==> config.mk <==
export PLATFORM = sky130hd
export DESIGN_NAME = co2_sensor_response_receiver_unit
export DESIGN_NICKNAME = d
export VERILOG_FILES = /design/src/sv/co2rx_pkg.sv /design/src/sv/co2rx_front.sv /design/src/sv/co2rx_queue.sv /design/src/sv/co2rx_back.sv /design/src/sv/co2_sensor_response_receiver_unit.sv
export SDC_FILE = /design/constraint.sdc
export NUM_CORES = 1
export LEC_CHECK = 0
export BUFFER_PORTS_ARGS = -buffer_cell sky130_fd_sc_hd__buf_2
export CAP_MARGIN = 20
export CORE_ASPECT_RATIO = 2
export CORE_MARGIN = 10
export CORE_UTILIZATION = 30
export DETAILED_ROUTE_END_ITERATION = 7
export MAX_ROUTING_LAYER = met4
export PLACE_DENSITY = 0.56
export SLEW_MARGIN = 20
export SYNTH_ARGS = -nofsm -noshare
export SYNTH_HDL_FRONTEND = slang
export SYNTH_SLANG_ARGS = --single-unit
==> constraint.sdc <==
create_clock -name aclk -period 19.1 [get_ports aclk]
set_input_delay 0 -clock aclk [delete_from_list [all_inputs] [get_ports aclk]]
set_output_delay 0 -clock aclk [all_outputs]
set_load 0.05 [all_outputs]
==> src/sv/co2rx_pkg.sv <==
// shared types, widths and codes for the co2 sensor response receiver
package co2rx_pkg;

    localparam int BYTE_W     = 8;
    localparam int PPM_W      = 16;
    localparam int TEMP_W     = 19;
    localparam int TICK_W     = 32;
    localparam int WAIT_W     = 17;
    localparam int TIMEOUT_W  = 16;
    localparam int COUNT_W    = 4;

    localparam int FRAME_BYTES       = 9;
    localparam int QUEUE_DEPTH_DEF   = 2;
    localparam logic [TIMEOUT_W-1:0] TIMEOUT_RESET = 16'd1000;
    localparam logic [WAIT_W-1:0]    WAIT_MAX      = 17'h1FFFF;

    // temperature offset and scale
    localparam logic signed [9:0]        TEMP_OFFSET = 10'sd40;
    localparam logic signed [TEMP_W-1:0] TEMP_SCALE  = 19'sd1000;

    // frame byte positions
    localparam logic [COUNT_W-1:0] POS_START   = 4'd0;
    localparam logic [COUNT_W-1:0] POS_CO2_HI  = 4'd2;
    localparam logic [COUNT_W-1:0] POS_CO2_LO  = 4'd3;
    localparam logic [COUNT_W-1:0] POS_TEMP    = 4'd4;
    localparam logic [COUNT_W-1:0] POS_ACC     = 4'd5;
    localparam logic [COUNT_W-1:0] POS_MIN_HI  = 4'd6;
    localparam logic [COUNT_W-1:0] POS_MIN_LO  = 4'd7;
    localparam logic [COUNT_W-1:0] POS_CHECK   = 4'd8;

    typedef enum logic [1:0] {
        ACT_BYTE    = 2'd0,
        ACT_TICK    = 2'd1,
        ACT_REQUEST = 2'd2
    } action_t;

    typedef enum logic [1:0] {
        ST_OK      = 2'd0,
        ST_CRC     = 2'd1,
        ST_TIMEOUT = 2'd2
    } status_t;

    // one classified event handed from front to back
    typedef struct packed {
        status_t             status;
        logic [PPM_W-1:0]    co2;
        logic [BYTE_W-1:0]   temp_raw;
        logic [BYTE_W-1:0]   accuracy;
        logic [PPM_W-1:0]    min_co2;
        logic [TICK_W-1:0]   stamp;
    } job_t;

endpackage

==> src/sv/co2rx_front.sv <==
// front end: request tracking, tick counting, frame capture and checksum
module co2rx_front (
    input  logic                              aclk,
    input  logic                              aresetn,
    input  logic                              s_valid,
    output logic                              s_ready,
    input  logic [1:0]                        s_action,
    input  logic [co2rx_pkg::BYTE_W-1:0]      s_rx_byte,
    input  logic                              cfg_wr_en,
    input  logic [co2rx_pkg::TIMEOUT_W-1:0]   cfg_wr_data,
    output logic                              job_valid,
    output co2rx_pkg::job_t                   job,
    input  logic                              job_ready
);
    import co2rx_pkg::*;

    logic [TIMEOUT_W-1:0] timeout_reg;
    logic                 pending_reg, pending_next;
    logic [COUNT_W-1:0]   count_reg, count_next;
    logic [WAIT_W-1:0]    wait_reg, wait_next;
    logic [TICK_W-1:0]    now_reg, now_next;
    logic [BYTE_W-1:0]    sum_reg, sum_next;
    logic [BYTE_W-1:0]    co2_hi_reg, co2_lo_reg, temp_reg, acc_reg, min_hi_reg, min_lo_reg;
    logic [WAIT_W-1:0]    wait_inc;
    logic                 accept;
    action_t              act;

    assign s_ready = job_ready;
    assign accept  = s_valid && s_ready;
    assign act     = action_t'(s_action);
    assign wait_inc = (wait_reg < WAIT_MAX) ? wait_reg + 1'b1 : wait_reg;

    always_comb begin
        pending_next = pending_reg;
        count_next   = count_reg;
        wait_next    = wait_reg;
        now_next     = now_reg;
        sum_next     = sum_reg;
        job_valid    = 1'b0;
        job.status   = ST_OK;
        job.co2      = {co2_hi_reg, co2_lo_reg};
        job.temp_raw = temp_reg;
        job.accuracy = acc_reg;
        job.min_co2  = {min_hi_reg, min_lo_reg};
        job.stamp    = now_reg;
        if (accept) begin
            case (act)
                ACT_REQUEST: begin
                    pending_next = 1'b1;
                    count_next   = '0;
                    wait_next    = '0;
                end
                ACT_TICK: begin
                    now_next = now_reg + 1'b1;
                    if (pending_reg) begin
                        if (timeout_reg != '0 && wait_inc > {1'b0, timeout_reg}) begin
                            pending_next = 1'b0;
                            count_next   = '0;
                            wait_next    = '0;
                            job_valid    = 1'b1;
                            job.status   = ST_TIMEOUT;
                        end else begin
                            wait_next = wait_inc;
                        end
                    end
                end
                ACT_BYTE: begin
                    if (pending_reg) begin
                        if (count_reg == POS_START) begin
                            sum_next = '0;
                        end else begin
                            sum_next = sum_reg + s_rx_byte;
                        end
                        if (count_reg == POS_CHECK) begin
                            // sum of bytes 1..8 is zero mod 256 when the check byte matches
                            pending_next = 1'b0;
                            count_next   = '0;
                            wait_next    = '0;
                            job_valid    = 1'b1;
                            job.status   = (sum_next == '0) ? ST_OK : ST_CRC;
                        end else begin
                            count_next = count_reg + 1'b1;
                        end
                    end
                end
                default: begin
                end
            endcase
        end
    end

    always_ff @(posedge aclk) begin
        if (!aresetn) begin
            timeout_reg <= TIMEOUT_RESET;
            pending_reg <= 1'b0;
            count_reg   <= '0;
            wait_reg    <= '0;
            now_reg     <= '0;
        end else begin
            if (cfg_wr_en) begin
                timeout_reg <= cfg_wr_data;
            end
            pending_reg <= pending_next;
            count_reg   <= count_next;
            wait_reg    <= wait_next;
            now_reg     <= now_next;
        end
    end

    // captured frame fields, no reset needed
    always_ff @(posedge aclk) begin
        sum_reg <= sum_next;
        if (accept && act == ACT_BYTE && pending_reg) begin
            case (count_reg)
                POS_CO2_HI: co2_hi_reg <= s_rx_byte;
                POS_CO2_LO: co2_lo_reg <= s_rx_byte;
                POS_TEMP:   temp_reg   <= s_rx_byte;
                POS_ACC:    acc_reg    <= s_rx_byte;
                POS_MIN_HI: min_hi_reg <= s_rx_byte;
                POS_MIN_LO: min_lo_reg <= s_rx_byte;
                default: begin
                end
            endcase
        end
    end

endmodule

==> src/sv/co2rx_queue.sv <==
// small fifo between front and back
module co2rx_queue #(
    parameter int DEPTH = co2rx_pkg::QUEUE_DEPTH_DEF
) (
    input  logic              aclk,
    input  logic              aresetn,
    input  logic              push_valid,
    output logic              push_ready,
    input  co2rx_pkg::job_t   push_data,
    output logic              pop_valid,
    input  logic              pop_ready,
    output co2rx_pkg::job_t   pop_data
);
    import co2rx_pkg::*;

    localparam int PTR_W = (DEPTH > 1) ? $clog2(DEPTH) : 1;
    localparam int CNT_W = $clog2(DEPTH + 1);

    job_t             entry_reg [DEPTH];
    logic [PTR_W-1:0] wr_ptr_reg, rd_ptr_reg;
    logic [CNT_W-1:0] fill_reg;
    logic             do_push, do_pop;

    assign push_ready = (fill_reg != CNT_W'(DEPTH));
    assign pop_valid  = (fill_reg != '0);
    assign pop_data   = entry_reg[rd_ptr_reg];
    assign do_push    = push_valid && push_ready;
    assign do_pop     = pop_valid && pop_ready;

    always_ff @(posedge aclk) begin
        if (do_push) begin
            entry_reg[wr_ptr_reg] <= push_data;
        end
    end

    always_ff @(posedge aclk) begin
        if (!aresetn) begin
            wr_ptr_reg <= '0;
            rd_ptr_reg <= '0;
            fill_reg   <= '0;
        end else begin
            if (do_push) begin
                wr_ptr_reg <= (wr_ptr_reg == PTR_W'(DEPTH - 1)) ? '0 : wr_ptr_reg + 1'b1;
            end
            if (do_pop) begin
                rd_ptr_reg <= (rd_ptr_reg == PTR_W'(DEPTH - 1)) ? '0 : rd_ptr_reg + 1'b1;
            end
            if (do_push && !do_pop) begin
                fill_reg <= fill_reg + 1'b1;
            end else if (do_pop && !do_push) begin
                fill_reg <= fill_reg - 1'b1;
            end
        end
    end

endmodule

==> src/sv/co2rx_back.sv <==
// back end: measurement registers, running maximum and result register
module co2rx_back (
    input  logic                          aclk,
    input  logic                          aresetn,
    input  logic                          job_valid,
    output logic                          job_ready,
    input  co2rx_pkg::job_t               job,
    output logic                          m_valid,
    input  logic                          m_ready,
    output logic [1:0]                    m_status,
    output logic [co2rx_pkg::PPM_W-1:0]   m_co2_ppm,
    output logic signed [co2rx_pkg::TEMP_W-1:0] m_temp_milli_c,
    output logic [co2rx_pkg::BYTE_W-1:0]  m_accuracy_byte,
    output logic [co2rx_pkg::PPM_W-1:0]   m_min_co2_ppm,
    output logic [co2rx_pkg::PPM_W-1:0]   m_max_co2_ppm,
    output logic [co2rx_pkg::TICK_W-1:0]  m_measure_time
);
    import co2rx_pkg::*;

    logic                     valid_reg;
    status_t                  status_reg;
    logic [PPM_W-1:0]         co2_reg, min_reg, max_reg;
    logic signed [TEMP_W-1:0] temp_reg;
    logic [BYTE_W-1:0]        acc_reg;
    logic [TICK_W-1:0]        time_reg;
    logic signed [9:0]        temp_off;
    logic signed [TEMP_W-1:0] temp_next;
    logic                     take;

    // state registers double as the result register: they change only on a new request out
    assign job_ready = !valid_reg || m_ready;
    assign take      = job_valid && job_ready;
    assign temp_off  = $signed({2'b00, job.temp_raw}) - TEMP_OFFSET;
    assign temp_next = TEMP_W'(temp_off) * TEMP_SCALE;

    always_ff @(posedge aclk) begin
        if (!aresetn) begin
            valid_reg  <= 1'b0;
            status_reg <= ST_OK;
            co2_reg    <= '0;
            temp_reg   <= '0;
            acc_reg    <= '0;
            min_reg    <= '0;
            max_reg    <= '0;
            time_reg   <= '0;
        end else begin
            if (take) begin
                valid_reg  <= 1'b1;
                status_reg <= job.status;
                if (job.status != ST_TIMEOUT) begin
                    co2_reg  <= job.co2;
                    temp_reg <= temp_next;
                    acc_reg  <= job.accuracy;
                    min_reg  <= job.min_co2;
                    if (job.co2 > max_reg) begin
                        max_reg <= job.co2;
                    end
                    if (job.status == ST_OK) begin
                        time_reg <= job.stamp;
                    end
                end
            end else if (m_ready) begin
                valid_reg <= 1'b0;
            end
        end
    end

    assign m_valid         = valid_reg;
    assign m_status        = status_reg;
    assign m_co2_ppm       = co2_reg;
    assign m_temp_milli_c  = temp_reg;
    assign m_accuracy_byte = acc_reg;
    assign m_min_co2_ppm   = min_reg;
    assign m_max_co2_ppm   = max_reg;
    assign m_measure_time  = time_reg;

endmodule

==> src/sv/co2_sensor_response_receiver_unit.sv <==
// top level of the co2 sensor response receiver
//
//  channel  | handshake          | payload
//  ---------+--------------------+--------------------------------------------
//  s_       | s_valid / s_ready  | s_action, s_rx_byte
//  m_       | m_valid / m_ready  | m_status, m_co2_ppm, m_temp_milli_c, ...
//  cfg_     | cfg_wr_en          | cfg_wr_data (timeout in ticks)
//
// one event is taken per cycle while s_ready is high; the event completing a result
// passes through a queue entry, then the result register, before m_valid rises.
// s_ready follows the queue fill only; with m_ready low the result register and
// QUEUE_DEPTH queue entries fill before the input stalls.
// reset is synchronous and clears counters, request state and measurements.
module co2_sensor_response_receiver_unit #(
    parameter int QUEUE_DEPTH = co2rx_pkg::QUEUE_DEPTH_DEF
) (
    input  logic                                 aclk,
    input  logic                                 aresetn,
    input  logic                                 s_valid,
    output logic                                 s_ready,
    input  logic [1:0]                           s_action,
    input  logic [co2rx_pkg::BYTE_W-1:0]         s_rx_byte,
    input  logic                                 cfg_wr_en,
    input  logic [co2rx_pkg::TIMEOUT_W-1:0]      cfg_wr_data,
    output logic                                 m_valid,
    input  logic                                 m_ready,
    output logic [1:0]                           m_status,
    output logic [co2rx_pkg::PPM_W-1:0]          m_co2_ppm,
    output logic signed [co2rx_pkg::TEMP_W-1:0]  m_temp_milli_c,
    output logic [co2rx_pkg::BYTE_W-1:0]         m_accuracy_byte,
    output logic [co2rx_pkg::PPM_W-1:0]          m_min_co2_ppm,
    output logic [co2rx_pkg::PPM_W-1:0]          m_max_co2_ppm,
    output logic [co2rx_pkg::TICK_W-1:0]         m_measure_time
);
    import co2rx_pkg::*;

    logic push_valid, push_ready, pop_valid, pop_ready;
    job_t push_data, pop_data;

    co2rx_front u_front (
        .aclk        (aclk),
        .aresetn     (aresetn),
        .s_valid     (s_valid),
        .s_ready     (s_ready),
        .s_action    (s_action),
        .s_rx_byte   (s_rx_byte),
        .cfg_wr_en   (cfg_wr_en),
        .cfg_wr_data (cfg_wr_data),
        .job_valid   (push_valid),
        .job         (push_data),
        .job_ready   (push_ready)
    );

    co2rx_queue #(
        .DEPTH (QUEUE_DEPTH)
    ) u_queue (
        .aclk       (aclk),
        .aresetn    (aresetn),
        .push_valid (push_valid),
        .push_ready (push_ready),
        .push_data  (push_data),
        .pop_valid  (pop_valid),
        .pop_ready  (pop_ready),
        .pop_data   (pop_data)
    );

    co2rx_back u_back (
        .aclk            (aclk),
        .aresetn         (aresetn),
        .job_valid       (pop_valid),
        .job_ready       (pop_ready),
        .job             (pop_data),
        .m_valid         (m_valid),
        .m_ready         (m_ready),
        .m_status        (m_status),
        .m_co2_ppm       (m_co2_ppm),
        .m_temp_milli_c  (m_temp_milli_c),
        .m_accuracy_byte (m_accuracy_byte),
        .m_min_co2_ppm   (m_min_co2_ppm),
        .m_max_co2_ppm   (m_max_co2_ppm),
        .m_measure_time  (m_measure_time)
    );

endmodule

==> impl_metrics.csv <==
group,metric,value,unit
layout,area_growth,18.6,%
setup_path,start_kind,"flop",
yosys,synth_edf_count,220,
yosys,yosysSeqAreaShare,56.2,%
timing,fmax,156,MHz
timing,hold_viol_final,0,
yosys,yosysWarnings,0,
floorplanning,coreArea,60100,um^2
floorplanning,die_x,194,um
pwr,power_frac_seq,27.7,%
timing,rsz0062_at_grt,"false",
drt,wl_per_cell,16.9,um
run_status,status,"completed",
drt,post_drt_via_cell_ratio,4.73,
place,dpl_cell_area,19600,um^2
drt,vias,11800,
clock_network,cts_tree,"done",
timing,max_slew_margin,27.1,%
drt,drt_first_pass_iters,7,
layout,drive_gt1_share,14.5,%
pwr,p_leak,9.36,nW
yosys,synthArstFlopShare,0,%
layout,register_area,10300,um^2
clock_network,clock-sinks,402,
setup_path,criticalPathCategory,"flop to flop",
pwr,power_switching,1.69,mW
timing,fin_tns_setup,0,ps
global_route,grt_antenna_before_repair,1,
place,dpl.hpwl,28800,um
timing,tightest_slew,1090,ps
floorplanning,pin_count,142,
pwr,ir_worst_vdd,0.211,mV
timing,finalSetupViolCount,0,
timing,maxSlewViolCount,0,
place,gp_congestion,0.826,
global_route,first_global_vias,12300,
pwr,switching_share,43.1,%
yosys,synthCells,1506,
pwr,power_frac_comb,50.6,%
layout,layout.nets,1826,
drt,drc,0,
yosys,yosysUniqueCellTypes,75,
layout,multi_input_area,7250,um^2
global_route,grtUsageTotal,11.8,%
pwr,power.density,181,nW/um^2
yosys,dominantRegCellSynth,"edfxtp_1",
setup_path,r2r_end,"u_back.m_temp_milli_c[18]$_SDFFE_PN0P_",
clock_network,cts_root_buf,"clkbuf_16",
timing,fin_skew,19.6,ps
layout,postLayoutCellArea,21600,um^2
pwr,pwr-share-clk,21.7,%
timing,fin_crit,6400,ps
setup_path,crit_arrival,6890,ps
yosys,avgSynthCellArea,12.1,um^2
setup_path,cp_max_fo,33,
drt,drtAntennaViolNets,0,
global_route,grt_start_max_net_pins,105,
setup_path,endpoint,"u_back.m_temp_milli_c[18]$_SDFFE_PN0P_",
global_route,grt_first_pass_wirelength,67100,um
setup_path,cp.required,19580,ps
hold_path,hp-class,"input port to flop",
layout,utilization,36.0,%
setup_path,r2r_cells,21,
clock_network,path_clk_slew,70,ps
yosys,syn-cell-area,18200,um^2
clock_network,htree_levels,2,
clock_network,clk_latency,570,ps
setup_path,cp-end-kind,"flop",
floorplanning,die_h,369,um
clock_network,cts_setup_buffers,0,
pwr,p_int,2.23,mW
place,numPortBuffers,138,
run,drv_cap,0,
clock_network,clk_path_buf_depth,3,
floorplanning,rows,127,
yosys,synth-seq-cells,402,
floorplanning,fp.dieArea,71700,um^2
layout,fillCellCount,5922,
floorplanning,start_util,30.4,%
setup_path,r2r_slack,12700,ps
drt,drt_iter0_markers,464,
global_route,grt_overflow,0,
layout,largest_reg_flops,164,
timing,fin_crit_sh,33.5,%
drt,drt_wl_total,42000,um
clock_network,cts_inserted_buffers,39,
[cell type report]
cell class	count	share of cell area, %
Antenna cell	1	0.0116
Clock buffer	47	5.18
Clock inverter	25	1.49
Inverter	112	1.94
Multi-Input combinational cell	925	33.5
Sequential cell	402	47.4
Tap cell	774	4.47
Timing Repair Buffer	201	6.06
[worst min-delay path by stage]
stage / start / endpoint / slack [ps] / depth (start not counted)
3_5_place_dp: cfg_wr_data[8] / u_front.timeout_reg[8]$_SDFFE_PN1P_ / 220 / 3
3_3_place_gp: cfg_wr_data[9] / u_front.timeout_reg[9]$_SDFFE_PN1P_ / 220 / 3
6_report: s_rx_byte[1] / u_front.acc_reg[1]$_DFFE_PP_ / 380 / 2
5_1_grt: s_rx_byte[2] / u_front.min_hi_reg[2]$_DFFE_PP_ / 380 / 2
2_1_floorplan: s_rx_byte[0] / u_front.acc_reg[0]$_DFFE_PP_ / 100 / 0
4_1_cts: s_rx_byte[2] / u_front.min_hi_reg[2]$_DFFE_PP_ / 370 / 2
[stage by stage]
stage	hold WS [ps]	instances	setup slack (ps)	power, mW
after floorplan	98.9	1508	12090	2.65
after global placement	223	2357	12700	3.10
after detailed placement	222	2357	12650	3.12
after CTS	369	2486	12590	4.00
after global routing	375	2486	12190	4.25
final	379	2487	12700	3.93
[Yosys cell counts (all sizes together), types with 28 or more instances]
| cell | count | share of area [%] |
|---|---|---|
| edfxtp | 220 | 36 |
| dfxtp | 182 | 20 |
| nand2 | 166 | 3.4 |
| inv | 112 | 2.3 |
| mux2i | 93 | 5.1 |
| o211a | 92 | 5.0 |
| ha | 84 | 5.8 |
| nor2 | 45 | 0.95 |
| clkbuf | 43 | 1.0 |
| and2 | 42 | 1.4 |
| nand3 | 39 | 1.1 |
| xnor2 | 33 | 1.6 |
| o21ai | 31 | 0.85 |
| fa | 30 | 3.3 |
| nor2b | 28 | 0.96 |
[worst max-delay path, cell delays in order (launching register included)]
cell	delay, ps
dfxtp_4	700
mux2i_1	720
ha_1	260
inv_1	70
a21oi_1	170
xnor2_1	80
mux2_2	280
inv_1	200
fa_1	450
inv_1	70
fa_1	450
fa_1	560
inv_1	60
fa_1	470
ha_1	360
o21a_1	120
nor2_1	120
nor3_1	70
a2111oi_0	610
a21oi_1	160
xor2_1	170
o21ai_0	150
[power groups by stage]
stage	registers, mW	clock network (mW)	logic [mW]
after floorplan	1.42	0	1.22
after global placement	1.11	0	1.99
after detailed placement	1.11	0	2.01
after CTS	1.09	0.882	2.03
after global routing	1.10	0.911	2.23
final	1.09	0.852	1.99
[placed cells by master (no fill, tap or decap), drive strengths merged, types with 22 or more instances in the layout]
cell type / instances
dlygate4sd3: 57
a21oi: 22
o21ai: 31
nand2: 166
nand3: 39
ha: 84
xnor2: 33
buf: 144
edfxtp: 220
nor2b: 28
mux2i: 93
nor2: 45
dfxtp: 182
and2: 42
xor2: 26
fa: 30
inv: 118
clkbuf: 47
o211a: 92
[what timing repair did]
action | in CTS | in global routing
gates resized for setup | 0 | 0
hold buffers | 57 | 0
endpoints found under the hold margin | 113 | 0
[routing by layer]
metal	global-route usage, %	wire (um)	vias up	share of wire (%)
met5	-	0	-	0
met4	4.66	1290	0	3.1
met3	1.75	1500	60	3.6
met2	21.9	22500	221	54
met1	12.3	16700	5770	40
li1	-	-	5723	-
[cell families (layout without fill, tap and decap cells)]
logic type      count (synthesis)  after routing  share of synthesized area (%)
mux                            99             99                           5.49
xor+xnor                       59             59                           2.83
fa+ha+maj                     114            114                           9.05
buf+inv                       181            385                           4.29
flops                         402            402                           56.2
simple gates                  423            423                           11.8
other cells                     1              4                         0.0206
compound gates                227            227                           10.4
(Power assumes the default switching activity.)
